===== src/rtl/mstb_pkg.sv =====
// Shared types and constants for the one-shot timer bank.
// No dependencies; imported by every module of the block except mstb_ram.
`default_nettype none

package mstb_pkg;

   localparam int OP_W  = 3;
   localparam int IDX_W = 4;
   localparam int VAL_W = 32;

   localparam logic [VAL_W-1:0] ALL_ONES = '1;

   // result kinds
   localparam logic KIND_EXPIRY = 1'b0;
   localparam logic KIND_QUERY  = 1'b1;

   typedef enum logic [OP_W-1:0] {
      OP_TICK  = 3'd0,
      OP_START = 3'd1,
      OP_STOP  = 3'd2,
      OP_SET   = 3'd3,
      OP_QUERY = 3'd4
   } op_type;

   // one classified command, front to back
   typedef struct packed {
      op_type             op;
      logic [IDX_W-1:0]   slot;
      logic [VAL_W-1:0]   value;
   } cmd_type;

   typedef enum logic [1:0] {
      ST_IDLE,
      ST_START,
      ST_SCAN
   } state_type;

endpackage

`default_nettype wire


===== src/rtl/mstb_ram.sv =====
// Generic single-write, single-read RAM with registered read data.
// No dependencies.
`default_nettype none

module mstb_ram #(
   parameter int WIDTH = 32,
   parameter int DEPTH = 16
) (
   input  wire logic                                       clock,
   input  wire logic                                       wr_en,
   input  wire logic [(DEPTH > 1 ? $clog2(DEPTH) : 1)-1:0] wr_addr,
   input  wire logic [WIDTH-1:0]                           wr_data,
   input  wire logic                                       rd_en,
   input  wire logic [(DEPTH > 1 ? $clog2(DEPTH) : 1)-1:0] rd_addr,
   output      logic [WIDTH-1:0]                           rd_data
);

   logic [WIDTH-1:0] mem_ff [DEPTH];
   logic [WIDTH-1:0] rd_data_ff;

   // write port
   always_ff @(posedge clock) begin
      if (wr_en) begin
         mem_ff[wr_addr] <= wr_data;
      end
   end

   // read port, data holds while rd_en is low
   always_ff @(posedge clock) begin
      if (rd_en) begin
         rd_data_ff <= mem_ff[rd_addr];
      end
   end

   assign rd_data = rd_data_ff;

endmodule

`default_nettype wire


===== src/rtl/mstb_front.sv =====
// Front end: accepts request beats, drops ones that do nothing, queues the rest.
// Depends on mstb_pkg.
`default_nettype none

module mstb_front #(
   parameter int NUM_TIMERS = 16
) (
   input  wire logic                            clock,
   input  wire logic                            reset,
   input  wire logic                            req_valid,
   output      logic                            req_ready,
   input  wire logic [mstb_pkg::OP_W-1:0]       req_operation,
   input  wire logic [mstb_pkg::IDX_W-1:0]      req_timer_index,
   input  wire logic [mstb_pkg::VAL_W-1:0]      req_value,
   output      logic                            cmd_valid,
   input  wire logic                            cmd_pop,
   output      mstb_pkg::cmd_type               cmd
);

   import mstb_pkg::*;

   localparam int Q_DEPTH = 2;
   localparam int Q_PTR_W = 1;
   localparam int Q_CNT_W = 2;

   cmd_type              q_ff [Q_DEPTH];
   logic [Q_PTR_W-1:0]   wr_ptr_ff, wr_ptr_in;
   logic [Q_PTR_W-1:0]   rd_ptr_ff, rd_ptr_in;
   logic [Q_CNT_W-1:0]   cnt_ff, cnt_in;
   logic                 slot_ok;
   logic                 keep;
   logic                 push;
   logic                 pop;
   cmd_type              entry;

   // classify: unused codes and out-of-range slots are dropped
   assign slot_ok = 32'(req_timer_index) < NUM_TIMERS;

   always_comb begin
      keep = 1'b0;
      unique case (req_operation)
         OP_TICK, OP_QUERY:        keep = 1'b1;
         OP_START, OP_STOP, OP_SET: keep = slot_ok;
         default:                  keep = 1'b0;
      endcase
   end

   assign entry.op    = op_type'(req_operation);
   assign entry.slot  = req_timer_index;
   assign entry.value = req_value;

   // queue control
   assign req_ready = cnt_ff != Q_CNT_W'(Q_DEPTH);
   assign push      = req_valid && req_ready && keep;
   assign cmd_valid = cnt_ff != '0;
   assign pop       = cmd_pop && cmd_valid;
   assign cmd       = q_ff[rd_ptr_ff];

   always_comb begin
      wr_ptr_in = push ? wr_ptr_ff + 1'b1 : wr_ptr_ff;
      rd_ptr_in = pop ? rd_ptr_ff + 1'b1 : rd_ptr_ff;
      cnt_in    = cnt_ff;
      if (push && !pop) begin
         cnt_in = cnt_ff + 1'b1;
      end else if (pop && !push) begin
         cnt_in = cnt_ff - 1'b1;
      end
   end

   always_ff @(posedge clock) begin
      if (reset) begin
         wr_ptr_ff <= '0;
         rd_ptr_ff <= '0;
         cnt_ff    <= '0;
      end else begin
         wr_ptr_ff <= wr_ptr_in;
         rd_ptr_ff <= rd_ptr_in;
         cnt_ff    <= cnt_in;
      end
   end

   // queue storage
   always_ff @(posedge clock) begin
      if (push) begin
         q_ff[wr_ptr_ff] <= entry;
      end
   end

endmodule

`default_nettype wire


===== src/rtl/mstb_back.sv =====
// Back end: executes queued commands, keeps the tick count and slot state,
// scans slots on a tick and drives the response register. Depends on mstb_pkg
// and mstb_ram.
`default_nettype none

module mstb_back #(
   parameter int NUM_TIMERS = 16
) (
   input  wire logic                          clock,
   input  wire logic                          reset,
   input  wire logic                          cmd_valid,
   output      logic                          cmd_pop,
   input  wire mstb_pkg::cmd_type             cmd,
   output      logic                          rsp_valid,
   input  wire logic                          rsp_ready,
   output      logic                          rsp_kind,
   output      logic [mstb_pkg::IDX_W-1:0]    rsp_expired_index,
   output      logic [mstb_pkg::VAL_W-1:0]    rsp_current_time,
   output      logic [mstb_pkg::VAL_W-1:0]    rsp_elapsed_time,
   output      logic                          rsp_last
);

   import mstb_pkg::*;

   localparam int SLOT_W = NUM_TIMERS > 1 ? $clog2(NUM_TIMERS) : 1;
   localparam int CNT_W  = $clog2(NUM_TIMERS + 1);

   state_type             state_ff, state_in;
   logic [VAL_W-1:0]      tick_ff, tick_in;
   logic [NUM_TIMERS-1:0] armed_ff, armed_in;
   logic [NUM_TIMERS-1:0] rld_vld_ff, rld_vld_in;
   logic [SLOT_W-1:0]     cur_slot_ff, cur_slot_in;
   logic [CNT_W-1:0]      cnt_ff, cnt_in;
   logic                  cmp_vld_ff, cmp_vld_in;
   logic [SLOT_W-1:0]     cmp_idx_ff, cmp_idx_in;
   logic                  pend_vld_ff, pend_vld_in;
   logic [SLOT_W-1:0]     pend_idx_ff, pend_idx_in;

   logic                  rsp_vld_ff, rsp_vld_in;
   logic                  rsp_kind_ff, rsp_kind_in;
   logic [IDX_W-1:0]      rsp_idx_ff, rsp_idx_in;
   logic [VAL_W-1:0]      rsp_now_ff, rsp_now_in;
   logic [VAL_W-1:0]      rsp_elapsed_ff, rsp_elapsed_in;
   logic                  rsp_last_ff, rsp_last_in;

   // RAM controls
   logic                  rld_we, rld_re;
   logic [SLOT_W-1:0]     rld_waddr, rld_raddr;
   logic [VAL_W-1:0]      rld_wdata, rld_rdata;
   logic                  dl_we, dl_re;
   logic [SLOT_W-1:0]     dl_waddr, dl_raddr;
   logic [VAL_W-1:0]      dl_wdata, dl_rdata;

   logic [SLOT_W-1:0]     slot;
   logic                  out_free;
   logic [VAL_W-1:0]      reload;
   logic [VAL_W-1:0]      elapsed;
   logic                  match;
   logic                  issue_left;

   mstb_ram #(.WIDTH(VAL_W), .DEPTH(NUM_TIMERS)) u_reload_ram (
      .clock   (clock),
      .wr_en   (rld_we),
      .wr_addr (rld_waddr),
      .wr_data (rld_wdata),
      .rd_en   (rld_re),
      .rd_addr (rld_raddr),
      .rd_data (rld_rdata)
   );

   mstb_ram #(.WIDTH(VAL_W), .DEPTH(NUM_TIMERS)) u_deadline_ram (
      .clock   (clock),
      .wr_en   (dl_we),
      .wr_addr (dl_waddr),
      .wr_data (dl_wdata),
      .rd_en   (dl_re),
      .rd_addr (dl_raddr),
      .rd_data (dl_rdata)
   );

   assign slot     = SLOT_W'(cmd.slot);
   assign out_free = !rsp_vld_ff || rsp_ready;

   // never-written reload entries read as zero
   assign reload = rld_vld_ff[cur_slot_ff] ? rld_rdata : '0;

   // wrap formula: saved ahead of now counts through all ones
   assign elapsed = (cmd.value > tick_ff) ? ALL_ONES - cmd.value + tick_ff
                                          : tick_ff - cmd.value;

   // scan compare on the registered deadline read of slot cmp_idx_ff
   assign match      = cmp_vld_ff && armed_ff[cmp_idx_ff] && (dl_rdata == tick_ff);
   assign issue_left = cnt_ff < CNT_W'(NUM_TIMERS);

   // sequencer: next state, slot updates and response
   always_comb begin
      state_in       = state_ff;
      tick_in        = tick_ff;
      armed_in       = armed_ff;
      rld_vld_in     = rld_vld_ff;
      cur_slot_in    = cur_slot_ff;
      cnt_in         = cnt_ff;
      cmp_vld_in     = cmp_vld_ff;
      cmp_idx_in     = cmp_idx_ff;
      pend_vld_in    = pend_vld_ff;
      pend_idx_in    = pend_idx_ff;
      rsp_vld_in     = rsp_vld_ff && !rsp_ready;
      rsp_kind_in    = rsp_kind_ff;
      rsp_idx_in     = rsp_idx_ff;
      rsp_now_in     = rsp_now_ff;
      rsp_elapsed_in = rsp_elapsed_ff;
      rsp_last_in    = rsp_last_ff;
      cmd_pop        = 1'b0;
      rld_we         = 1'b0;
      rld_waddr      = slot;
      rld_wdata      = cmd.value;
      rld_re         = 1'b0;
      rld_raddr      = slot;
      dl_we          = 1'b0;
      dl_waddr       = slot;
      dl_wdata       = cmd.value;
      dl_re          = 1'b0;
      dl_raddr       = cnt_ff[SLOT_W-1:0];

      unique case (state_ff)
         ST_IDLE: begin
            if (cmd_valid) begin
               unique case (cmd.op)
                  OP_TICK: begin
                     cmd_pop     = 1'b1;
                     tick_in     = tick_ff + 1'b1;
                     cnt_in      = '0;
                     cmp_vld_in  = 1'b0;
                     pend_vld_in = 1'b0;
                     state_in    = ST_SCAN;
                  end
                  OP_START: begin
                     cmd_pop     = 1'b1;
                     rld_re      = 1'b1;
                     cur_slot_in = slot;
                     state_in    = ST_START;
                  end
                  OP_STOP: begin
                     cmd_pop        = 1'b1;
                     armed_in[slot] = 1'b0;
                  end
                  OP_SET: begin
                     cmd_pop          = 1'b1;
                     rld_we           = 1'b1;
                     dl_we            = 1'b1;
                     rld_vld_in[slot] = 1'b1;
                     armed_in[slot]   = 1'b0;
                  end
                  OP_QUERY: begin
                     if (out_free) begin
                        cmd_pop        = 1'b1;
                        rsp_vld_in     = 1'b1;
                        rsp_kind_in    = KIND_QUERY;
                        rsp_idx_in     = '0;
                        rsp_now_in     = tick_ff;
                        rsp_elapsed_in = elapsed;
                        rsp_last_in    = 1'b1;
                     end
                  end
                  default: begin
                     cmd_pop = 1'b1;
                  end
               endcase
            end
         end

         // reload data is back: arm unless it is zero
         ST_START: begin
            if (reload != '0) begin
               dl_we                 = 1'b1;
               dl_waddr              = cur_slot_ff;
               dl_wdata              = reload + tick_ff;
               armed_in[cur_slot_ff] = 1'b1;
            end
            state_in = ST_IDLE;
         end

         // one slot a cycle unless a hit waits on a busy response; the latest hit is held back so last can be set
         ST_SCAN: begin
            if (!cmp_vld_ff && !issue_left) begin
               if (!pend_vld_ff) begin
                  state_in = ST_IDLE;
               end else if (out_free) begin
                  rsp_vld_in     = 1'b1;
                  rsp_kind_in    = KIND_EXPIRY;
                  rsp_idx_in     = IDX_W'(pend_idx_ff);
                  rsp_now_in     = tick_ff;
                  rsp_elapsed_in = '0;
                  rsp_last_in    = 1'b1;
                  pend_vld_in    = 1'b0;
                  state_in       = ST_IDLE;
               end
            end else if (!(match && pend_vld_ff && !out_free)) begin
               if (match) begin
                  armed_in[cmp_idx_ff] = 1'b0;
                  if (pend_vld_ff) begin
                     rsp_vld_in     = 1'b1;
                     rsp_kind_in    = KIND_EXPIRY;
                     rsp_idx_in     = IDX_W'(pend_idx_ff);
                     rsp_now_in     = tick_ff;
                     rsp_elapsed_in = '0;
                     rsp_last_in    = 1'b0;
                  end
                  pend_vld_in = 1'b1;
                  pend_idx_in = cmp_idx_ff;
               end
               if (issue_left) begin
                  dl_re      = 1'b1;
                  cmp_vld_in = 1'b1;
                  cmp_idx_in = cnt_ff[SLOT_W-1:0];
                  cnt_in     = cnt_ff + 1'b1;
               end else begin
                  cmp_vld_in = 1'b0;
               end
            end
         end

         default: begin
            state_in = ST_IDLE;
         end
      endcase
   end

   // control state
   always_ff @(posedge clock) begin
      if (reset) begin
         state_ff    <= ST_IDLE;
         tick_ff     <= '0;
         armed_ff    <= '0;
         rld_vld_ff  <= '0;
         cnt_ff      <= '0;
         cmp_vld_ff  <= 1'b0;
         pend_vld_ff <= 1'b0;
         rsp_vld_ff  <= 1'b0;
      end else begin
         state_ff    <= state_in;
         tick_ff     <= tick_in;
         armed_ff    <= armed_in;
         rld_vld_ff  <= rld_vld_in;
         cnt_ff      <= cnt_in;
         cmp_vld_ff  <= cmp_vld_in;
         pend_vld_ff <= pend_vld_in;
         rsp_vld_ff  <= rsp_vld_in;
      end
   end

   // payload registers
   always_ff @(posedge clock) begin
      cur_slot_ff    <= cur_slot_in;
      cmp_idx_ff     <= cmp_idx_in;
      pend_idx_ff    <= pend_idx_in;
      rsp_kind_ff    <= rsp_kind_in;
      rsp_idx_ff     <= rsp_idx_in;
      rsp_now_ff     <= rsp_now_in;
      rsp_elapsed_ff <= rsp_elapsed_in;
      rsp_last_ff    <= rsp_last_in;
   end

   assign rsp_valid         = rsp_vld_ff;
   assign rsp_kind          = rsp_kind_ff;
   assign rsp_expired_index = rsp_idx_ff;
   assign rsp_current_time  = rsp_now_ff;
   assign rsp_elapsed_time  = rsp_elapsed_ff;
   assign rsp_last          = rsp_last_ff;

endmodule

`default_nettype wire


===== src/rtl/multi_slot_oneshot_timer_bank_top.sv =====
// One-shot timer bank: a two-deep request queue (mstb_front) feeding the executor (mstb_back).
// Back end: stop, set and query are handled in idle; start reads the reload RAM, then arms;
// a tick scans all slots with one deadline RAM read per slot; expiries leave one per cycle
// while rsp_ready is high. Synchronous reset clears tick count, armed and reload-valid
// flags and the queue; no clearing pass, requests are taken right after reset.
// Depends on mstb_pkg, mstb_front, mstb_back.
`default_nettype none

module multi_slot_oneshot_timer_bank_top #(
   parameter int NUM_TIMERS = 16
) (
   input  wire logic                          clock,
   input  wire logic                          reset,
   input  wire logic                          req_valid,
   output      logic                          req_ready,
   input  wire logic [mstb_pkg::OP_W-1:0]     req_operation,
   input  wire logic [mstb_pkg::IDX_W-1:0]    req_timer_index,
   input  wire logic [mstb_pkg::VAL_W-1:0]    req_value,
   output      logic                          rsp_valid,
   input  wire logic                          rsp_ready,
   output      logic                          rsp_kind,
   output      logic [mstb_pkg::IDX_W-1:0]    rsp_expired_index,
   output      logic [mstb_pkg::VAL_W-1:0]    rsp_current_time,
   output      logic [mstb_pkg::VAL_W-1:0]    rsp_elapsed_time,
   output      logic                          rsp_last
);

   import mstb_pkg::*;

   logic    cmd_valid;
   logic    cmd_pop;
   cmd_type cmd;

   mstb_front #(.NUM_TIMERS(NUM_TIMERS)) u_front (
      .clock           (clock),
      .reset           (reset),
      .req_valid       (req_valid),
      .req_ready       (req_ready),
      .req_operation   (req_operation),
      .req_timer_index (req_timer_index),
      .req_value       (req_value),
      .cmd_valid       (cmd_valid),
      .cmd_pop         (cmd_pop),
      .cmd             (cmd)
   );

   mstb_back #(.NUM_TIMERS(NUM_TIMERS)) u_back (
      .clock             (clock),
      .reset             (reset),
      .cmd_valid         (cmd_valid),
      .cmd_pop           (cmd_pop),
      .cmd               (cmd),
      .rsp_valid         (rsp_valid),
      .rsp_ready         (rsp_ready),
      .rsp_kind          (rsp_kind),
      .rsp_expired_index (rsp_expired_index),
      .rsp_current_time  (rsp_current_time),
      .rsp_elapsed_time  (rsp_elapsed_time),
      .rsp_last          (rsp_last)
   );

endmodule

`default_nettype wire


===== config.mk =====
export PLATFORM = sky130hd
export DESIGN_NAME = multi_slot_oneshot_timer_bank_top
export DESIGN_NICKNAME = d
export VERILOG_FILES = /design/src/rtl/mstb_pkg.sv /design/src/rtl/mstb_ram.sv /design/src/rtl/mstb_front.sv /design/src/rtl/mstb_back.sv /design/src/rtl/multi_slot_oneshot_timer_bank_top.sv
export SDC_FILE = /design/constraint.sdc
export NUM_CORES = 2
export LEC_CHECK = 0
export BUFFER_PORTS_ARGS = -buffer_cell sky130_fd_sc_hd__clkbuf_2
export CORE_ASPECT_RATIO = 1.2
export CORE_MARGIN = 8
export CORE_UTILIZATION = 50
export CTS_CLUSTER_DIAMETER = 30
export DETAILED_ROUTE_END_ITERATION = 8
export GPL_ROUTABILITY_DRIVEN = 0
export PLACE_DENSITY = 0.69
export RECOVER_POWER = 25
export SYNTH_ARGS = -nofsm -noshare
export SYNTH_HDL_FRONTEND = slang
export SYNTH_SLANG_ARGS = --single-unit

===== constraint.sdc =====
create_clock -name clock -period 17.1 [get_ports clock]
set_clock_uncertainty 0.05 [all_clocks]
set_input_delay 2.565 -clock clock [delete_from_list [all_inputs] [get_ports clock]]
set_output_delay 2.565 -clock clock [all_outputs]
set_load 0.05 [all_outputs]

==> impl_metrics.py <==
metrics = {
    "worst_setup_path": {
        "critPathMaxFanout": 99,
        "arrival_ns": 10.35,
        "crit_path_end_kind": "flop",
        "reg2reg_depth": 3,
        "rrSetupSlack_ns": 7.20,
        "timing.rr.start": "u_back.cnt_ff[0]$_SDFFE_PP0P_",
        "path_class": "flop to flop",
        "cp.required_ns": 17.55,
        "r2r-end": "u_back.u_deadline_ram.rd_data[30]$_DFFE_PP_",
        "start_kind": "flop",
    },
    "worst_hold_path": {
        "min_from": "u_back.rld_vld_ff[2]$_SDFFE_PP0P_",
        "holdCritPathClass": "flop to flop",
        "min_path_cells": 2,
        "hold_path_end": "u_back.rld_vld_ff[2]$_SDFFE_PP0P_",
    },
    "flow_run": {
        "maxCapViolCount": 9,
    },
    "yosys": {
        "synthCells": 3785,
        "synth_top_flop_cell": "edfxtp_1",
        "yosys_warnings": 0,
        "synthSimpleGateAreaFrac": 0.107,
        "synth_area_sq_mm": 0.0555,
        "synth_top_family_by_area": "simple AND/OR/NAND/NOR gates",
        "synth_compound_area_frac": 0.0548,
        "synth_most_common_cell": "edfxtp_1",
        "muxShareOfSynthArea": 0.0824,
        "synth_xor_xnor_area_share": 0.0178,
        "synth_top_area_frac": 0.675,
        "synthAdderAreaFrac": 0.0162,
        "synth-edff-count": 1248,
        "syn_nets": 3898,
        "yosysSeqAreaShare": 0.703,
        "synth_seq_cells": 1327,
        "yosys.area.top_type": "edfxtp_1",
        "synthTopCellsByArea": "edfxtp_1 (67%), mux4_2 (6.9%), nand2_1 (4.0%), dfxtp_1 (2.8%), nand3_1 (2.6%)",
        "synth.distinct_cells": 85,
        "synth.avg_cell_area_sq_um": 14.7,
        "async_flop_share": 0,
        "synth_common_cells": "edfxtp_1 (1248), nand2_1 (593), nand3_1 (286), nor2_1 (212), mux4_2 (170)",
    },
    "clock_network": {
        "hold_buffers": 0,
        "htreeDepth": 4,
        "postCtsSetupBuffers": 0,
        "cts_sinks": 1327,
        "cts_tree": "yes",
        "cts-root-buf": "clkbuf_16",
        "clk_latency_ns": 0.80,
        "clockBufferDepth": 3,
        "cts-resized-gates": 0,
        "clk_pin_slew_worst_paths_ns": 0.05,
        "cts_buffers": 200,
    },
    "sta": {
        "slew_violations": 435,
        "max_slew.worst_pin.slew_ns": 8.42,
        "setup_viol": 0,
        "rsz0062_at_grt": "no",
        "max_freq_mhz": 101,
        "hold_viol": 0,
        "setup_tns_ns": 0,
        "relSlewSlack": -4.61,
        "fin_crit_ns": 9.90,
        "period_share": 0.579,
    },
    "global_routing": {
        "grt-ovfl-total": 0,
        "grt_util_all_layers": 0.239,
        "antenna_found_initial": 4,
        "grt_pass1_wl_um": 218000,
        "grt_pass1_vias": 33804,
        "grt_max_degree": 149,
    },
    "floorplan": {
        "coreArea_sq_mm": 0.111,
        "fp.dieW_um": 320,
        "rows": 134,
        "die_h_um": 381,
        "io_pins": 115,
        "dieArea_sq_mm": 0.122,
        "start_util": 0.502,
    },
    "finish": {
        "drive_gt1_frac": 0.186,
        "fin_nets": 4093,
        "fin_area_sq_mm": 0.0649,
        "area_delta_synth_final_pct": 16.9,
        "final_cells": 5579,
    },
    "run_status": {
        "violations": "capacitance limit, slew limit",
        "outcome": "finished with violations",
    },
    "pwr": {
        "netSwitchingFraction": 0.287,
        "combinationalPowerShare": 0.172,
        "power_frac_clock": 0.423,
        "p_leak_nw": 22.2,
        "p_sw_w": 0.00281,
        "ir_drop_mv": 0.123,
        "p_per_area_mw_per_mm2": 151,
        "pwr-share-seq": 0.405,
        "p_int_w": 0.00697,
    },
    "drt": {
        "num_vias": 34182,
        "firstDrtPassIters": 5,
        "ant_nets": 0,
        "via_per_inst": 6.13,
        "wl_um": 148000,
        "avgRoutedWirePerCell_um": 26.6,
        "drt_iter0_markers": 3487,
        "route.detailed.drc": 0,
    },
    "placement": {
        "numPortBuffers": 114,
        "dp.cells": 5206,
        "dpl_cell_area_sq_mm": 0.0582,
        "hpwl_um": 85300,
    },
}
## per-stage QoR
step,utilization,total power [W],hold slack [ns],worst slack (ns)
floorplan,-,0.00507,0.356,10.01
global placement,0.526,0.00564,0.394,10.89
detailed placement,0.526,0.00567,0.410,10.81
CTS,0.588,0.00980,0.423,10.75
global route,0.587,0.0101,0.443,5.77
finish,0.587,0.00978,0.421,7.20
## critical path: stages (launching register included)
cell and delay (ns):
dfxtp_1 1.80, clkbuf_1 5.89, mux4_2 1.01, mux4_2 0.55
## cells in the final DEF, fill, tap and decap left out, types with 30 or more instances in the layout
cell type / n
edfxtp_1: 1248
nand2_1: 593
nand3_1: 286
clkbuf_16: 206
nor2_1: 183
mux4_2: 170
a21oi_1: 121
clkbuf_2: 86
dfxtp_1: 78
xnor2_1: 71
ha_1: 67
a311oi_1: 66
inv_1: 63
clkbuf_1: 60
buf_4: 60
and3_1: 45
a31oi_1: 45
xor2_1: 42
o21ai_0: 40
and2_1: 39
a21o_1: 38
nand4_1: 33
nor2_4: 31
nor3_1: 30
## power groups by stage
stage | Clock (W) | Sequential [W] | Combinational [W]
final | 0.00414 | 0.00396 | 0.00168
after global routing | 0.00432 | 0.00397 | 0.00181
after CTS | 0.00418 | 0.00396 | 0.00166
after detailed placement | 0 | 0.00402 | 0.00164
after global placement | 0 | 0.00402 | 0.00162
after floorplan | 0 | 0.00404 | 0.00103
## how the worst max path moves through the flow
stage	from	end	slack (ns)	cells after the start
6_report	u_back.cnt_ff[0]$_SDFFE_PP0P_	u_back.u_deadline_ram.rd_data[30]$_DFFE_PP_	7.20	3
5_1_grt	u_back.cnt_ff[0]$_SDFFE_PP0P_	u_back.u_deadline_ram.rd_data[30]$_DFFE_PP_	5.77	3
4_1_cts	u_back.cur_slot_ff[0]$_DFFE_PP_	u_back.u_deadline_ram.mem_ff[6][30]$_DFFE_PP_	10.75	15
3_5_place_dp	u_back.cur_slot_ff[0]$_DFFE_PP_	u_back.u_deadline_ram.mem_ff[4][30]$_DFFE_PP_	10.81	15
3_3_place_gp	u_back.cur_slot_ff[0]$_DFFE_PP_	u_back.u_deadline_ram.mem_ff[4][30]$_DFFE_PP_	10.89	15
2_1_floorplan	rsp_ready	u_back.rsp_elapsed_time[0]$_SDFFCE_PP0P_	10.01	7
## cell families after synthesis
kind of cell | count (synthesis)
DFF | 1327
and+or+nand+nor | 1323
buffers and inverters | 268
AOI/OAI and AO/OA | 445
muxes | 239
adders and majority gates | 70
xor gates and xnor gates | 113
## cell type report
cell class	count	area, sq um
fill	8195	45700
sequential	1327	39100
multi-input combinational	2190	15800
clock buffer	222	5230
tap	1428	1790
clock inverter	150	1730
timing repair buffer	195	1100
inverter	66	258
antenna	1	2.50
## per-layer routing
layer  up-vias  routed length, um  global-route usage
met4         2               6730               0.114
li1      14877                  -                   -
met2      1784              72700               0.392
met5         -                 13                   0
met1     17163              56300               0.310
met3       356              12600              0.0415
## state kept, by name, indices dropped and copies added, names as in the netlist, 32 cells and up, named ones only
register / flops
u_back.u_deadline_ram.mem_ff: 512
u_back.u_reload_ram.mem_ff: 512
u_front.q_ff: 78
u_back.rsp_current_time: 32
u_back.rsp_elapsed_time: 32
u_back.tick_ff: 32
u_back.u_deadline_ram.rd_data: 32
u_back.u_reload_ram.rd_data: 32
Power figures use the tool's default switching activity.
